`src/sv/brld_pkg.sv`:
```
package brld_pkg;

    // longest run that is expanded, and the width that holds 0..MAX_RUN
    localparam int MAX_RUN = 64;
    localparam int CNT_W   = $clog2(MAX_RUN + 1);

    // command queue between front and back
    localparam int QDEPTH = 2;
    localparam int QPTR_W = $clog2(QDEPTH);
    localparam int QCNT_W = $clog2(QDEPTH + 1);

    // ascii digit range
    localparam logic [7:0] DIGIT_ZERO = 8'd48;
    localparam logic [7:0] DIGIT_NINE = 8'd57;

    // register indexes of the configuration port
    localparam logic [1:0] REG_ZERO_MARKER = 2'd0;
    localparam logic [1:0] REG_ONE_MARKER  = 2'd1;
    localparam logic [1:0] REG_ZERO_FILL   = 2'd2;
    localparam logic [1:0] REG_ONE_FILL    = 2'd3;

    // register reset values
    localparam logic [7:0] RST_ZERO_MARKER = 8'd45;
    localparam logic [7:0] RST_ONE_MARKER  = 8'd43;
    localparam logic [7:0] RST_ZERO_FILL   = 8'd48;
    localparam logic [7:0] RST_ONE_FILL    = 8'd49;

    typedef enum logic [1:0] {
        MODE_IDLE = 2'd0,
        MODE_ZERO = 2'd1,
        MODE_ONE  = 2'd2
    } run_mode_t;

    typedef struct packed {
        logic [7:0] zero_marker;
        logic [7:0] one_marker;
        logic [7:0] zero_fill;
        logic [7:0] one_fill;
    } cfg_t;

    // one queued command: emit data count times, last beat flagged
    typedef struct packed {
        logic [7:0]       data;
        logic [CNT_W-1:0] count;
        logic             clipped;
    } cmd_t;

endpackage

```
`src/sv/brld_front.sv`:
```
module brld_front (
    input  logic          clk,
    input  logic          rst_n,
    input  brld_pkg::cfg_t cfg,
    input  logic          accept,
    input  logic [7:0]    in_byte,
    output logic          push,
    output brld_pkg::cmd_t push_cmd
);
    import brld_pkg::*;

    run_mode_t        mode_reg, mode_next;
    logic [CNT_W-1:0] count_reg, count_next;
    logic             ended_reg, ended_next;
    logic             sat_reg, sat_next;

    logic       is_digit;
    logic [7:0] marker;
    logic [7:0] fill;
    logic [3:0] digit_val;
    logic [9:0] prod;

    // byte classification
    always_comb
    begin
        is_digit  = (in_byte inside {[DIGIT_ZERO:DIGIT_NINE]});
        digit_val = 4'(in_byte - DIGIT_ZERO);
        prod      = 10'({count_reg, 3'b000}) + 10'({count_reg, 1'b0}) + 10'(digit_val);
        marker    = (mode_reg == MODE_ONE) ? cfg.one_marker : cfg.zero_marker;
        fill      = (mode_reg == MODE_ONE) ? cfg.one_fill : cfg.zero_fill;
    end

    // next run mode
    always_comb
    begin
        mode_next = mode_reg;
        if (accept)
        begin
            case (mode_reg)
                MODE_ZERO, MODE_ONE:
                begin
                    if (in_byte == marker)
                        mode_next = MODE_IDLE;
                end
                default:
                begin
                    if (in_byte == cfg.zero_marker)
                        mode_next = MODE_ZERO;
                    else if (in_byte == cfg.one_marker)
                        mode_next = MODE_ONE;
                    else
                        mode_next = MODE_IDLE;
                end
            endcase
        end
    end

    // run length tracking and queue commands
    always_comb
    begin
        count_next = count_reg;
        ended_next = ended_reg;
        sat_next   = sat_reg;
        push       = 1'b0;
        push_cmd   = '{data: in_byte, count: CNT_W'(1), clipped: 1'b0};
        if (accept)
        begin
            case (mode_reg)
                MODE_ZERO, MODE_ONE:
                begin
                    if (in_byte == marker)
                    begin
                        push       = (count_reg != '0);
                        push_cmd   = '{data: fill, count: count_reg, clipped: sat_reg};
                        count_next = '0;
                        ended_next = 1'b0;
                        sat_next   = 1'b0;
                    end
                    else if (!ended_reg && is_digit)
                    begin
                        if (prod > 10'(MAX_RUN))
                        begin
                            count_next = CNT_W'(MAX_RUN);
                            sat_next   = 1'b1;
                        end
                        else
                        begin
                            count_next = CNT_W'(prod);
                        end
                    end
                    else
                    begin
                        ended_next = 1'b1;
                    end
                end
                default:
                begin
                    if (in_byte == cfg.zero_marker || in_byte == cfg.one_marker)
                    begin
                        count_next = '0;
                        ended_next = 1'b0;
                        sat_next   = 1'b0;
                    end
                    else
                    begin
                        push = 1'b1;
                    end
                end
            endcase
        end
    end

    always_ff @(posedge clk or negedge rst_n)
    begin
        if (!rst_n)
        begin
            mode_reg  <= MODE_IDLE;
            count_reg <= '0;
            ended_reg <= 1'b0;
            sat_reg   <= 1'b0;
        end
        else
        begin
            mode_reg  <= mode_next;
            count_reg <= count_next;
            ended_reg <= ended_next;
            sat_reg   <= sat_next;
        end
    end

endmodule

```
`src/sv/brld_queue.sv`:
```
module brld_queue (
    input  logic           clk,
    input  logic           rst_n,
    input  logic           push,
    input  brld_pkg::cmd_t push_cmd,
    input  logic           pop,
    output brld_pkg::cmd_t head,
    output logic           empty,
    output logic           full
);
    import brld_pkg::*;

    cmd_t              slot_reg [QDEPTH];
    logic [QPTR_W-1:0] wptr_reg, wptr_next;
    logic [QPTR_W-1:0] rptr_reg, rptr_next;
    logic [QCNT_W-1:0] cnt_reg, cnt_next;

    // status and head
    always_comb
    begin
        empty = (cnt_reg == '0);
        full  = (cnt_reg == QCNT_W'(QDEPTH));
        head  = slot_reg[rptr_reg];
    end

    // pointer and fill count update
    always_comb
    begin
        wptr_next = wptr_reg;
        rptr_next = rptr_reg;
        cnt_next  = cnt_reg;
        if (push)
        begin
            wptr_next = (wptr_reg == QPTR_W'(QDEPTH - 1)) ? '0 : wptr_reg + 1'b1;
        end
        if (pop)
        begin
            rptr_next = (rptr_reg == QPTR_W'(QDEPTH - 1)) ? '0 : rptr_reg + 1'b1;
        end
        if (push && !pop)
            cnt_next = cnt_reg + 1'b1;
        else if (pop && !push)
            cnt_next = cnt_reg - 1'b1;
    end

    always_ff @(posedge clk or negedge rst_n)
    begin
        if (!rst_n)
        begin
            wptr_reg <= '0;
            rptr_reg <= '0;
            cnt_reg  <= '0;
        end
        else
        begin
            wptr_reg <= wptr_next;
            rptr_reg <= rptr_next;
            cnt_reg  <= cnt_next;
        end
    end

    // command storage
    always_ff @(posedge clk)
    begin
        if (push)
            slot_reg[wptr_reg] <= push_cmd;
    end

`ifndef SYNTHESIS
    a_no_push_full: assert property (@(posedge clk) disable iff (!rst_n)
        full |-> !push)
        else $error("command pushed into full queue");
    a_no_pop_empty: assert property (@(posedge clk) disable iff (!rst_n)
        empty |-> !pop)
        else $error("command popped from empty queue");
    a_cnt_range: assert property (@(posedge clk) disable iff (!rst_n)
        cnt_reg <= QCNT_W'(QDEPTH))
        else $error("queue fill count out of range");
`endif

endmodule

```
`src/sv/brld_back.sv`:
```
module brld_back (
    input  logic           clk,
    input  logic           rst_n,
    input  brld_pkg::cmd_t head,
    input  logic           empty,
    output logic           pop,
    output logic           m_tvalid,
    input  logic           m_tready,
    output logic [7:0]     m_tdata,
    output logic           m_tlast,
    output logic           m_tuser
);
    import brld_pkg::*;

    logic             active_reg, active_next;
    logic [CNT_W-1:0] rem_reg, rem_next;
    logic [7:0]       data_reg;
    logic             clip_reg;
    logic             beat;
    logic             final_beat;

    // beat and command hand-over
    always_comb
    begin
        beat       = active_reg && m_tready;
        final_beat = beat && (rem_reg == CNT_W'(1));
        pop        = !empty && (!active_reg || final_beat);
        active_next = active_reg;
        rem_next    = rem_reg;
        if (pop)
        begin
            active_next = 1'b1;
            rem_next    = head.count;
        end
        else if (final_beat)
        begin
            active_next = 1'b0;
            rem_next    = '0;
        end
        else if (beat)
        begin
            rem_next = rem_reg - 1'b1;
        end
    end

    always_ff @(posedge clk or negedge rst_n)
    begin
        if (!rst_n)
        begin
            active_reg <= 1'b0;
            rem_reg    <= '0;
        end
        else
        begin
            active_reg <= active_next;
            rem_reg    <= rem_next;
        end
    end

    // payload of the current command
    always_ff @(posedge clk)
    begin
        if (pop)
        begin
            data_reg <= head.data;
            clip_reg <= head.clipped;
        end
    end

    assign m_tvalid = active_reg;
    assign m_tdata  = data_reg;
    assign m_tlast  = (rem_reg == CNT_W'(1));
    assign m_tuser  = clip_reg;

`ifndef SYNTHESIS
    a_rem_range: assert property (@(posedge clk) disable iff (!rst_n)
        active_reg |-> (rem_reg != '0 && rem_reg <= CNT_W'(MAX_RUN)))
        else $error("remaining beat count out of range");
    a_idle_rem: assert property (@(posedge clk) disable iff (!rst_n)
        (beat && !final_beat) |=> active_reg)
        else $error("run dropped before its last beat");
`endif

endmodule

```
`src/sv/binary_run_length_decoder_unit.sv`:
```
// binary run-length decoder
// slave stream s_*: one encoded byte per beat in s_tdata.
// master stream m_*: decoded bytes; m_tlast marks the final byte of an
// expanded run and every passed-through byte, m_tuser marks bytes of a run
// whose length was clipped to the maximum.
// cfg_we/cfg_index/cfg_wdata write the markers and fill bytes; write only
// while the block is idle.
// a passed-through byte or a closing marker is written as a command into
// the queue, which the back end then loads into its output registers.
// passed-through bytes flow at one per cycle while m_tready stays high. a
// closed run of n bytes is emitted as n fill bytes, one per cycle while
// m_tready stays high, counted down by the back end's beat counter; the
// two-entry command queue keeps the input open until it fills, after which
// s_tready drops until the run drains. opening markers, digits and empty
// runs produce no beat. when the receiver stalls, the current beat holds
// and input continues until the queue is full.
// reset: registers return to '-', '+', '0', '1', the decoder leaves any run
// and queued commands are discarded.
module binary_run_length_decoder_unit (
    input  logic       clk,
    input  logic       rst_n,
    input  logic       cfg_we,
    input  logic [1:0] cfg_index,
    input  logic [7:0] cfg_wdata,
    input  logic       s_tvalid,
    output logic       s_tready,
    input  logic [7:0] s_tdata,   // [7:0] in_byte
    output logic       m_tvalid,
    input  logic       m_tready,
    output logic [7:0] m_tdata,   // [7:0] out_byte
    output logic       m_tlast,
    output logic       m_tuser    // [0] clipped
);
    import brld_pkg::*;

    cfg_t cfg_reg;
    logic push;
    cmd_t push_cmd;
    logic pop;
    cmd_t head;
    logic empty;
    logic full;
    logic accept;

    // configuration registers
    always_ff @(posedge clk or negedge rst_n)
    begin
        if (!rst_n)
        begin
            cfg_reg.zero_marker <= RST_ZERO_MARKER;
            cfg_reg.one_marker  <= RST_ONE_MARKER;
            cfg_reg.zero_fill   <= RST_ZERO_FILL;
            cfg_reg.one_fill    <= RST_ONE_FILL;
        end
        else if (cfg_we)
        begin
            case (cfg_index)
                REG_ZERO_MARKER: cfg_reg.zero_marker <= cfg_wdata;
                REG_ONE_MARKER:  cfg_reg.one_marker  <= cfg_wdata;
                REG_ZERO_FILL:   cfg_reg.zero_fill   <= cfg_wdata;
                REG_ONE_FILL:    cfg_reg.one_fill    <= cfg_wdata;
                default:         cfg_reg <= cfg_reg;
            endcase
        end
    end

    // input beat accepted whenever the queue has room
    assign s_tready = !full;
    assign accept   = s_tvalid && s_tready;

    brld_front u_front (
        .clk      (clk),
        .rst_n    (rst_n),
        .cfg      (cfg_reg),
        .accept   (accept),
        .in_byte  (s_tdata),
        .push     (push),
        .push_cmd (push_cmd)
    );

    brld_queue u_queue (
        .clk      (clk),
        .rst_n    (rst_n),
        .push     (push),
        .push_cmd (push_cmd),
        .pop      (pop),
        .head     (head),
        .empty    (empty),
        .full     (full)
    );

    brld_back u_back (
        .clk      (clk),
        .rst_n    (rst_n),
        .head     (head),
        .empty    (empty),
        .pop      (pop),
        .m_tvalid (m_tvalid),
        .m_tready (m_tready),
        .m_tdata  (m_tdata),
        .m_tlast  (m_tlast),
        .m_tuser  (m_tuser)
    );

endmodule

```
`config.mk`:
```
export PLATFORM = sky130hd
export DESIGN_NAME = binary_run_length_decoder_unit
export DESIGN_NICKNAME = d
export VERILOG_FILES = /design/src/sv/brld_pkg.sv /design/src/sv/brld_front.sv /design/src/sv/brld_queue.sv /design/src/sv/brld_back.sv /design/src/sv/binary_run_length_decoder_unit.sv
export SDC_FILE = /design/constraint.sdc
export NUM_CORES = 1
export LEC_CHECK = 0
export BUFFER_PORTS_ARGS = -buffer_cell sky130_fd_sc_hd__buf_2
export CAP_MARGIN = 40
export CORE_MARGIN = 4
export CORE_UTILIZATION = 65
export CTS_BUF_LIST = sky130_fd_sc_hd__clkbuf_16
export CTS_CLUSTER_SIZE = 40
export DETAILED_ROUTE_END_ITERATION = 10
export PLACE_DENSITY_LB_ADDON = 0.25
export SYNTH_ARGS = -nofsm -noshare
export SYNTH_HDL_FRONTEND = slang
export SYNTH_HIERARCHICAL = 1
export SYNTH_SLANG_ARGS = --single-unit
```
`constraint.sdc`:
```
create_clock -name clk -period 6.5 [get_ports clk]
set_clock_uncertainty 0.05 [all_clocks]
set_input_delay 0.65 -clock clk [delete_from_list [all_inputs] [get_ports clk]]
set_output_delay 0.65 -clock clk [all_outputs]
set_load 0.03 [all_outputs]
```
==> impl_metrics.yaml <==
clock_tree:
  cts-hold-fix-buffers: 0
  clock_latency_ns: 0.34
  cts_tree: "yes"
  cts.htree.levels: 3
  clock-sinks: 96
  postCtsSetupRepairBufs: 0
  cts-root-buf: "clkbuf_16"
  cts-resized-gates: 0
  cts-buffers-inserted: 9
  clkTransAtPathRegs_ns: 0.07
  ctsLongestPathBuffers: 2
finish:
  diodes: 0
  nets: 463
  areaGrowthSynthToFinish_pct: 10.8
  layout_common_cells: "dfrtp_1 (42), edfxtp_1 (41), mux2_2 (39)"
  final_common_cell: "dfrtp_1"
  drive_above_1_share_pct: 31.2
  final_core_util_pct: 75.4
power:
  leakagePower_uw: 0.00226
  p_total_uw: 1940
  peakVddDrop_v: 0.000231
  cellPowerDensity_mw_per_mm2: 350
floorplanning:
  die-height_um: 95.8
  die_area_mm2: 0.00919
  io_pins: 35
  start_util_pct: 68.1
  die_w_um: 95.8
  coreArea_mm2: 0.00737
  rows: 31
routing:
  ant_nets: 0
  drcViolationCount: 0
  first_iter_violations: 174
  drt-vias-per-instance: 6.31
  dr_total_vias: 3312
  routed_wl_um: 10300
  wl_per_cell_um: 19.7
  drt-pass1-iter-count: 6
synthesis:
  synth-seq-cells: 96
  async_reset_ff_share_pct: 57.3
  synth_cells: 385
  ys.flop_type: "dfrtp_1"
  synth-seq-area-share_pct: 52.3
  yosys_warnings: 6
  synth_fp_nets: 427
  avgSynthCellArea_um2: 13.0
  syn_area_mm2: 0.00502
  netlist-cell-type-count: 70
  synth_edf_count: 41
timing:
  setup_tns_ns: 0
  min_period_ns: 3.29
  fin_hold_ws_ns: 0.0716
  tightest_slew_ns: 0.849
  max_freq_mhz: 304
  drv_slew: 0
  rsz0062_at_grt: "no"
  final-setup-viol-count: 0
  fin_crit_sh_pct: 50.7
  slew_headroom_pct: 43.4
  final-hold-violation-count: 0
global_route:
  antenna_found_initial: 0
  met2_usage_pct: 40.8
  grt-busiest-layer: "met2"
  grt_pass1_vias: 3367
  grt_pass1_wl_um: 16900
  gr-total-overflow: 0
  grt_max_degree: 50
  track_usage_pct: 24.4
  use_met3_pct: 4.77
  use_met1_pct: 32.0
setup_path:
  crit_path_start_kind: "flop"
  critPathMaxFanout: 16
  rr_startpoint: "u_front/mode_reg[0]$_DFFE_PN0P_"
  critPathLaunch: "u_front/mode_reg[0]$_DFFE_PN0P_"
  crit_type: "flop to flop"
  cp_data_required_time_ns: 6.42
  crit_path_end_kind: "flop"
  worstPathArrival_ns: 3.22
flow_run:
  maxCapViolCount: 0
placed_design:
  port_buffers: 34
  hpwlAfterDp_um: 7160
  gp_congestion: 0.895
status:
  status: "finished, final reports clean"
hold_path:
  hp-class: "input pin to asynchronous set/reset pin"
-- routing by layer --
layer / vias up / part of all wire [%] / wire length (um)
li1: 1532 / - / -
met1: 1650 / 43 / 4390
met2: 117 / 51 / 5290
met3: 13 / 5.2 / 538
met4: 0 / 1.1 / 110
met5: - / 0 / 0
-- cell type report --
type / count / area [um2]
well taps: 99 / 124
clock inverters: 7 / 90.1
clock buffers: 9 / 225
repair buffers: 37 / 193
flip-flops and latches: 96 / 2620
fillers: 476 / 1810
multi-input cells: 260 / 2240
inverters: 17 / 63.8
-- cells by family after synthesis --
family	Yosys count	share of synthesized area [%]
fa+ha+maj	19	5.04
simple gates	88	11.0
mux	57	13.2
flops	96	52.3
xor+xnor	24	4.19
compound gates	72	11.2
buf+inv	29	3.04
-- synth_stat cells (6+ instances only) --
cell	instances	area, um2
dfrtp_1	42	1050
edfxtp_1	41	1230
mux2_2	39	439
xor2_1	21	184
ha_1	17	213
inv_1	17	63.8
nor2_1	15	56.3
dfstp_2	13	342
a21oi_1	11	55.1
and2_1	11	68.8
nor2b_1	10	62.6
mux2_4	9	135
mux2i_1	9	90.1
a31oi_1	8	50.1
nand2_1	8	30.0
o21ai_0	8	40.0
nor3_1	7	35.0
clkbuf_1	6	22.5
-- through the flow --
stage | instance area, um2 | instances | setup WS (ns)
2_1_floorplan | 5020 | 385 | 3.43
3_3_place_gp | 5240 | 509 | 3.19
3_5_place_dp | 5240 | 509 | 3.07
4_1_cts | 5560 | 525 | 3.26
5_1_grt | 5560 | 525 | 3.05
6_report | 5560 | 525 | 3.21
-- worst paths after layout --
check                                                   end  slack [ns]  depth (start not counted)
setup / recovery           u_queue/slot_reg[1][8]$_DFFE_PP_        3.21                          7
hold / removal                u_back/rem_reg[5]$_DFFE_PN0P_        0.07                          1
setup reg to reg           u_queue/slot_reg[1][8]$_DFFE_PP_        3.21                          7
hold reg to reg                u_queue/wptr_reg$_DFFE_PN0P_        0.45                          1
max in group asynchronous           cfg_reg[11]$_DFFE_PN0P_        5.47                          2
min in group clk               u_queue/wptr_reg$_DFFE_PN0P_        0.45                          1
-- report_power, final --
group	internal, uW	switching, uW	total (uW)
Clock	308	246	554
Sequential	786	101	887
Combinational	238	264	502
Total	1330	611	1940
-- worst max-delay path: stages, from the launching register on --
cell and delay (ns):
dfrtp_1 0.39, inv_1 0.08, ha_1 0.68, nand3_1 0.33
o21ai_4 0.23, a31oi_1 0.14, nor2b_1 0.30, and2_1 0.71
No activity file was read; power rests on OpenSTA's default activity.
